<file path="src/slcd_pkg.sv">
package slcd_pkg;

	// stream payload widths
	localparam int COLOR_W     = 24;
	localparam int DELTA_W     = 17;
	localparam int S_TDATA_W   = 2 * COLOR_W;
	localparam int M_TDATA_W   = 24;
	localparam logic [DELTA_W-1:0] OUT_MAX = 17'h1FFFF;

	// default fixed-point fraction and queue size
	localparam int FRAC_BITS_DEF = 16;
	localparam int QUEUE_DEPTH   = 4;

	// companding table, one entry per 8-bit channel code
	typedef logic [31:0] lut_t [256];

	// extra fraction bits dropped before the squares
	function automatic int work_shift(int frac);
		return (frac > 16) ? (frac - 16) : 0;
	endfunction

	// width of a rounded Lab difference magnitude
	function automatic int mag_w(int frac);
		return frac + 12 - work_shift(frac);
	endfunction

	// largest q30 fifth root, truncating q30 products
	function automatic longint unsigned root5(longint unsigned b);
		longint unsigned lo;
		longint unsigned hi;
		longint unsigned mid;
		longint unsigned p;
		lo = 64'd0;
		hi = 64'd1 << 30;
		while (lo < hi) begin
			mid = (lo + hi + 64'd1) >> 1;
			p = (mid * mid) >> 30;
			p = (p * mid) >> 30;
			p = (p * mid) >> 30;
			p = (p * mid) >> 30;
			if (p <= b)
				lo = mid;
			else
				hi = mid - 64'd1;
		end
		return lo;
	endfunction

	// inverse srgb companding for every channel code
	function automatic lut_t lin_lut(int frac);
		lut_t tab;
		longint unsigned v;
		longint unsigned b;
		longint unsigned r;
		longint unsigned b2;
		longint unsigned r2;
		longint unsigned p;
		longint unsigned sh;
		for (int i = 0; i < 256; i++) begin
			v = 64'(i);
			if (v * 64'd100000 > 64'd4045 * 64'd255) begin
				b  = (((64'd1000 * v + 64'd14025) << 30) + 64'd134512) / 64'd269025;
				r  = root5(b);
				b2 = (b * b) >> 30;
				r2 = (r * r) >> 30;
				p  = (b2 * r2) >> 30;
				sh = 64'(30 - frac);
				tab[i] = 32'((p + (64'd1 << (sh - 64'd1))) >> sh);
			end else begin
				tab[i] = 32'((((v * 64'd100) << frac) + 64'd164730) / 64'd329460);
			end
		end
		return tab;
	endfunction

endpackage

</file>
<file path="src/slcd_queue.sv">
module slcd_queue import slcd_pkg::*; #(
	parameter int DATA_W = 6 * (FRAC_BITS_DEF + 1),
	parameter int DEPTH  = QUEUE_DEPTH
) (
	input  logic              clk,
	input  logic              arst_n,
	input  logic              push_valid,
	output logic              push_ready,
	input  logic [DATA_W-1:0] push_data,
	output logic              head_valid,
	input  logic              pop,
	output logic [DATA_W-1:0] head_data
);

	localparam int PTR_W = (DEPTH > 1) ? $clog2(DEPTH) : 1;
	localparam int CNT_W = $clog2(DEPTH + 1);

	logic [DATA_W-1:0] mem_q [DEPTH];
	logic [PTR_W-1:0]  wr_ptr_q;
	logic [PTR_W-1:0]  rd_ptr_q;
	logic [CNT_W-1:0]  count_q;
	logic              do_push;
	logic              do_pop;

	assign push_ready = (count_q != CNT_W'(DEPTH));
	assign head_valid = (count_q != '0);
	assign head_data  = mem_q[rd_ptr_q];
	assign do_push    = push_valid && push_ready;
	assign do_pop     = pop && head_valid;

	// pointers and fill count
	always_ff @(posedge clk or negedge arst_n) begin
		if (!arst_n) begin
			wr_ptr_q <= '0;
			rd_ptr_q <= '0;
			count_q  <= '0;
		end else begin
			if (do_push) begin
				wr_ptr_q <= (wr_ptr_q == PTR_W'(DEPTH - 1)) ? '0 : wr_ptr_q + 1'b1;
			end
			if (do_pop) begin
				rd_ptr_q <= (rd_ptr_q == PTR_W'(DEPTH - 1)) ? '0 : rd_ptr_q + 1'b1;
			end
			if (do_push && !do_pop) begin
				count_q <= count_q + 1'b1;
			end else if (do_pop && !do_push) begin
				count_q <= count_q - 1'b1;
			end
		end
	end

	always_ff @(posedge clk) begin
		if (do_push) begin
			mem_q[wr_ptr_q] <= push_data;
		end
	end

endmodule

</file>
<file path="config.mk">
export PLATFORM = sky130hd
export DESIGN_NAME = slcd_queue
export DESIGN_NICKNAME = d
export VERILOG_FILES = /design/src/slcd_pkg.sv /design/src/slcd_queue.sv
export SDC_FILE = /design/constraint.sdc
export NUM_CORES = 1
export LEC_CHECK = 0
export BUFFER_PORTS_ARGS = -buffer_cell sky130_fd_sc_hd__buf_4
export CORE_ASPECT_RATIO = 0.6
export CORE_UTILIZATION = 45
export DETAILED_ROUTE_END_ITERATION = 10
export PLACE_DENSITY = 0.62
export SYNTH_ARGS = -nofsm -noshare
export SYNTH_HDL_FRONTEND = slang
export SYNTH_SLANG_ARGS = --single-unit
</file>
<file path="constraint.sdc">
create_clock -name clk -period 6.8 [get_ports clk]
set_input_delay 0 -clock clk [delete_from_list [all_inputs] [get_ports clk]]
set_output_delay 0 -clock clk [all_outputs]
set_load 0.03 [all_outputs]
</file>
# Yosys cells after proc, flatten, opt, wreduce, memory -nomap -nowiden
# Memories as Yosys holds them, arrays and structs flattened.
# Index checks and enable logic that the tools add are counted.
[word_totals]
ramBits = 408
in_bits = 106
n_memories = 1
reg_bits = 7
output_inout_bits = 104
elab_cells = 25
[memory_table]
columns = ["memory", "depth", "word_bits", "rd", "rd_ports_with_merged_regs", "write_ports", "line", "text"]
rows = [
  ["mem_q", 4, 102, 1, 0, 1, "slcd_queue.sv:18", "logic [DATA_W-1:0] mem_q [DEPTH];"],
]
[op_classes]
add_sub_neg = 4
reduce_logical = 8
eq_ne = 3
muxes = 6
[op_table]
columns = ["cell", "n"]
rows = [
  ["$mux 3", 2],
  ["$add 2x1->2 const B", 2],
  ["$eq 2x2->1 const B", 2],
  ["$logic_and 1x1->1", 4],
  ["$mux 2", 2],
  ["$add 3x1->3 const B", 1],
  ["$ne 3x3->1 const B", 1],
  ["$reduce_bool 3->1", 1],
  ["$sub 3x1->3 const B", 1],
  ["$logic_not 1->1", 2],
  ["$mux 1", 2],
  ["$reduce_bool 2->1", 1],
]

# Longest topological paths before layout
# Gate-level depths: netlist (run 1).
[depth]
depth_word = 6
ltp_mapped = 8

# Least setup slack after synthesis (run 1)
# OpenSTA, ideal clock, no wires.
[synth_path]
kind = "reg-to-reg"
startpoint = "reg count_q[2]"
endpoint = "mem mem_q[0][0] in the netlist's numbering, enable pin"
path_stages_with_launch = 3
setup_slack_ns = 4.355
arrival_time_ns = 2.030
n_path_buf = 0
required_ns = 6.385
synth_period_minus_slack_ns = 2.445
path_cell_list = "dfrtp_1 -> or3b_4 -> and3_2"
[synth_between]
elab_chain_cells = 4
[synth_rtl]
columns = ["element", "line", "text"]
rows = [
  ["start: declaration", "slcd_queue.sv:21", "logic [CNT_W-1:0] count_q;"],
  ["start signal: assignment", "slcd_queue.sv:45", "count_q <= count_q + 1'b1;"],
  ["start signal: assignment", "slcd_queue.sv:47", "count_q <= count_q - 1'b1;"],
  ["$ne 3x3->1", "slcd_queue.sv:25", "assign push_ready = (count_q != CNT_W'(DEPTH));"],
  ["via push_ready", "slcd_queue.sv:8", "output logic push_ready,"],
  ["$logic_and 1x1->1", "slcd_queue.sv:28", "assign do_push = push_valid && push_ready;"],
  ["$mux 1", "slcd_queue.sv:53", "if (do_push) begin"],
  ["$mux 1 (not written as such)", "slcd_queue.sv:54", "mem_q[wr_ptr_q] <= push_data;"],
  ["end: declaration", "slcd_queue.sv:18", ""],
]
# The timed path passes the listed nets, and every way through them passes these cells.

# Worst setup path after layout (run 1)
[layout_path]
startpoint = "reg rd_ptr_q[0]"
endpoint = "out head_data[74]"
[layout_between]
elab_chain_cells = 1
[layout_rtl]
columns = ["element", "line", "text"]
rows = [
  ["start: declaration", "slcd_queue.sv:20", "logic [PTR_W-1:0] rd_ptr_q;"],
  ["start signal: assignment", "slcd_queue.sv:42", "rd_ptr_q <= (rd_ptr_q == PTR_W'(DEPTH - 1)) ? '0 : rd_ptr_q + 1'b1;"],
  ["$mem_v2 4x102", "n/a", ""],
  ["end: declaration", "slcd_queue.sv:12", "output logic [DATA_W-1:0] head_data"],
]
# Every way passes these cells.

==> impl_metrics.toml, run 1 <==
[outcome]
outcome = "finished clean"

[power]
power.leakage_uw = 0.00669
powerDensity_nw_per_um2 = 454
peakVddDrop_uv = 312

[logic_synthesis]
synth_edf_count = 408
ys_ff_latch = 415
ys_async_sr_fraction_pct = 1.69
syn_area_per_cell_sq_um = 26.6
syn_area_sq_um = 15100
synth_seq_area_share_pct = 82.0
synth_warnings = 0
syn-instance-count = 569
synth_cell_type_count = 20
syn_nets = 682
synth_flop_cell = "edfxtp_1"

[floorplan]
die_height_microns = 144
start_util_pct = 46.2
ios = 210
core_area_sq_um = 32800
die_area_sq_um = 34400
die_w_microns = 239
rows = 51

[sta]
final.setup.tns_ns = 0
setup_slack_ns = 3.79
slew_viol_final = 0
rsz0062_at_grt = "false"
clock_skew_ns = 0.0263
finalCriticalPeriod_ns = 3.01
slew_headroom_pct = 36.5
fmax_mhz = 332
worst_pin_slew_ns = 0.953
setup_viol = 0
hold_viol = 0
period_share_pct = 44.3

[grt]
grtUsageTotal_pct = 18.3
grt_pass1_wl_mm = 46.7
antenna_found_initial = 1
grt_max_degree = 63
overflow = 0
grt_pass1_vias = 7999

[route]
highest_layer = "met4"
ant_nets = 0
first_pass_iters = 4
drt_iter0_markers = 407
met2_length_mm = 14.5
routed_wl_mm = 30.6
vias = 7197
dr_wl_met3_mm = 1.68
wl_per_cell_microns = 22.0
wl_met1_mm = 13.9
drc = 0
viasPerCell = 5.19

[clock_network]
cts.clk_slew.worst_paths_ns = 0.06
post_cts_resized = 0
cts_buffers = 39
clock_sinks = 415
clk_latency_ns = 0.54
tritoncts = "yes"
post-cts-setup-buffers = 0
h-tree-depth = 2
root_buffer = "clkbuf_16"
clk_path_buf_depth = 3

[critical_path]
crit_arrival_ns = 3.01
worstSetupEndpointType = "output port"
worstPathMaxFanout = 40
required_ns = 6.80
worst-setup-path-type = "reg2out"
crit_path_start_kind = "flop"

[layout]
nets = 1022
final_cell_mix = "edfxtp_1, buf_4, dlygate4sd3_1"
layout_commonest_cell = "edfxtp_1"
area_growth_pct = 28.8
drive_above_1_share_pct = 41.3

[placement]
dp_hpwl_mm = 18.2
numPortBuffers = 209
dp_slack_ns = 4.08
gp_congestion = 0.724

[min_path]
hold_path_class = "in2reg"

[run]
maxCapViolCount = 0
path summary, 6_finish.rpt:
kind	startpoint	endpoint	slack, ns	cells after the start
min in group asynchronous	arst_n	wr_ptr_q[1]	0.47	3
worst min register to register	count_q[2]	count_q[2]	0.50	1
worst max-delay path	rd_ptr_q[0]	head_data[74]	3.79	3
max in group asynchronous	arst_n	rd_ptr_q[1]	6.01	3
worst max register to register	wr_ptr_q[0]	mem_q[0][36]	4.12	4
worst min-delay path	push_data[82]	mem_q[0][82]	0.21	2
stage by stage:
step / hold slack (ns) / utilization (%) / area [sq um] / total power, uW / cells
final: 0.210 / 59.5 / 19500 / 8860 / 1387
after global routing: 0.199 / 59.5 / 19500 / 9250 / 1386
after CTS: 0.172 / 59.5 / 19500 / 9010 / 1386
after floorplan: -0.296 / - / 15100 / 5690 / 569
after global placement: -0.173 / 52.4 / 17200 / 6740 / 1212
after detailed placement: -0.167 / 52.4 / 17200 / 6820 / 1212
critical path, cell delays in order, from the launching register on:
cell and delay [ns]:
dfrtp_4 0.81, buf_4 0.76, mux4_2 0.66, buf_4 0.20
report_power, final:
part / internal, uW / leakage, uW / switching [uW] / total [uW]
Combinational: 1290 / 0.00226 / 1840 / 3140
Sequential: 3380 / 0.00382 / 221 / 3610
Clock: 1230 / 0.000608 / 891 / 2120
Total: 5910 / 0.00669 / 2950 / 8860
final cells by class:
class,instances,area (sq um)
sequential,415,12400
antenna,1,2.50
multi-input combinational,128,2570
timing repair buffer,322,2680
tap,450,563
inverter,3,11.3
clock buffer,50,1070
clock inverter,18,169
fill,2397,13300
cells in the mapped netlist (2+ instances only):
master | instances | share of area [%]
dfrtp_1 | 7 | 1.2
inv_1 | 3 | 0.074
nor2_1 | 3 | 0.074
and3_2 | 4 | 0.20
mux4_2 | 102 | 15
mux2_4 | 2 | 0.20
edfxtp_1 | 408 | 81
ha_1 | 6 | 0.50
xor2_1 | 2 | 0.12
mux2_2 | 3 | 0.22
buf_1 | 3 | 0.074
buf_6 | 7 | 0.52
buf_2 | 12 | 0.40
per-layer routing:
layer,vias to the layer above,global-route usage [%]
met4,0,4.82
met2,188,28.7
met3,48,3.70
met1,3821,26.5
li1,3140,-
met5,-,0
flip-flops by register name, indices dropped and copies added (netlist names):
name / flops
count_q: 3
mem_q: 408
rd_ptr_q: 2
wr_ptr_q: 2
cell families after synthesis:
kind of cell  after synthesis  synth area share [%]
flops                     415                  82.0
simple gates               11                 0.479
buf+inv                    26                  1.09
fa+ha+maj                   7                 0.628
mux                       107                  15.6
xor+xnor                    3                 0.173
timing repair:
| item | in CTS | in global routing |
|---|---|---|
| endpoints found under the hold margin | 419 | 0 |
| setup endpoints to repair | 0 | 0 |
| hold buffers | 106 | 0 |
(Power assumes the default switching activity.)
==> run 2, diff against run 1 <==
--- a/config.mk
+++ b/config.mk
@@ -9,7 +9,7 @@
 export CORE_ASPECT_RATIO = 0.6
 export CORE_UTILIZATION = 45
 export DETAILED_ROUTE_END_ITERATION = 10
-export PLACE_DENSITY = 0.62
+export PLACE_DENSITY = 0.64
 export SYNTH_ARGS = -nofsm -noshare
 export SYNTH_HDL_FRONTEND = slang
 export SYNTH_SLANG_ARGS = --single-unit
==> constraint.sdc (replaced) <==
create_clock -name clk -period 2.75 [get_ports clk]
set_input_delay 0 -clock clk [delete_from_list [all_inputs] [get_ports clk]]
set_output_delay 0 -clock clk [all_outputs]
set_load 0.03 [all_outputs]
==> impl_metrics.toml, run 2 (synthesis results as in run 1) <==
[outcome]
outcome = "finished clean"

[layout]
largest_reg_flops = 408
top_regs = "mem_q x408, count_q x3"
layout_commonest_cell = "edfxtp_1"
final_cell_mix = "edfxtp_1, buf_4, dlygate4sd3_1"
nets = 1035
largest_register = "mem_q"
drive_above_1_share_pct = 42.1
area_growth_pct = 30.8
final_core_util_pct = 60.4

[sta]
period_share_pct = 88.9
holdWs_ns = 0.215
finalCriticalPeriod_ns = 2.45
slew_headroom_pct = 63.4
worst_pin_slew_ns = 0.549
clock_skew_ns = 0.00803
fmax_mhz = 409
final.setup.tns_ns = 0
rsz0062_at_grt = "false"
hold_viol = 0
setup_viol = 0
slew_viol_final = 0

[critical_path]
timing.rr.start = "count_q[0]"
worst-setup-path-type = "reg2out"
crit_arrival_ns = 2.45
worstSetupEndpointType = "output port"
reg2reg_depth = 8
crit_path_start_kind = "flop"
startpoint = "rd_ptr_q[0]"
worstPathMaxFanout = 23
required_ns = 2.75

[placement]
gp_congestion = 0.767
numPortBuffers = 209
dp_hpwl_mm = 18.5

[route]
first_pass_iters = 6
routed_wl_mm = 30.1
drc = 0
drt_iter0_markers = 365
viasPerCell = 5.15
vias = 7224
wl_per_cell_microns = 21.5
ant_nets = 0

[floorplan]
core_area_sq_um = 32800
die_area_sq_um = 34400
die_w_microns = 239
ios = 210
rows = 51
start_util_pct = 46.2
die_height_microns = 144

[clock_network]
tritoncts = "yes"
cts.clk_slew.worst_paths_ns = 0.06
h-tree-depth = 2
clk_latency_ns = 0.52
clock_sinks = 415
cts_buffers = 39
clk_path_buf_depth = 3
root_buffer = "clkbuf_16"

[grt]
grt_max_degree = 50
antenna_found_initial = 1
grt_pass1_vias = 7832
grtUsageTotal_pct = 17.8
grt_pass1_wl_mm = 45.3
overflow = 0

[run]
maxCapViolCount = 0

[min_path]
hold_path_class = "in2reg"
min_from = "push_data[57]"
hold_depth = 2

[power]
peakVddDrop_uv = 772
powerDensity_nw_per_um2 = 1130
power.leakage_uw = 0.00683
p_total_uw = 22400
run 2: cell count changes in the layout (fill, tap and decap cells not counted), sizes merged:
cell | previous run | this run
bufinv | 3 | 6
clkinvlp | 1 | 0
inv | 4 | 3
clkinv | 13 | 19
clkbuf | 50 | 45
buf | 216 | 229
run 2: where the power goes:
part | switching [uW] | internal, uW | leakage, uW
Combinational | 4650 | 3420 | 0.00237
Sequential | 477 | 8350 | 0.00382
Clock | 2210 | 3270 | 0.000644
Total | 7340 | 15000 | 0.00683
run 2: worst max-delay path, stage by stage (launching register included):
cell and delay, ns:
dfrtp_4 0.76, buf_4 0.41, mux4_2 0.55, buf_4 0.19
run 2: stage by stage:
stage	area, sq um	instances	setup WS (ns)
floorplan	15100	569	0.305
global placement	17400	1225	0.578
global route	19800	1402	0.185
detailed placement	17400	1225	0.559
finish	19800	1402	0.304
CTS	19800	1401	0.250
run 2: repair_timing:
| action | CTS | global route |
|---|---|---|
| gates resized for setup | 0 | 0 |
| hold buffers | 106 | 0 |
| endpoints found under the hold margin | 419 | 0 |
| setup buffers | 0 | 0 |
run 2: worst paths after layout:
| path | end | slack (ns) |
|---|---|---|
| max | head_data[16] | 0.30 |
| min | mem_q[2][57] | 0.22 |
| max reg2reg | count_q[2] | 0.50 |
| min reg2reg | count_q[2] | 0.52 |
| max in group asynchronous | rd_ptr_q[0] | 2.02 |
| min in group asynchronous | wr_ptr_q[0] | 0.45 |
run 2: layer usage:
| layer | vias up | routed length [microns] | share of wire [%] | GRT usage (%) |
|---|---|---|---|---|
| met5 | - | 0 | 0 | 0 |
| met4 | 0 | 469 | 1.6 | 4.59 |
| met3 | 49 | 1570 | 5.2 | 4.03 |
| met2 | 176 | 15000 | 50 | 29.5 |
| met1 | 3831 | 13100 | 44 | 24.1 |
| li1 | 3168 | - | - | - |
run 2: layout make-up:
class | instances | area [sq um]
Clock inverter | 25 | 265
Timing Repair Buffer | 335 | 2920
Inverter | 3 | 11.3
Antenna cell | 1 | 2.50
Clock buffer | 45 | 1040
Sequential cell | 415 | 12400
Multi-Input combinational cell | 128 | 2570
Fill cell | 2346 | 13000
Tap cell | 450 | 563
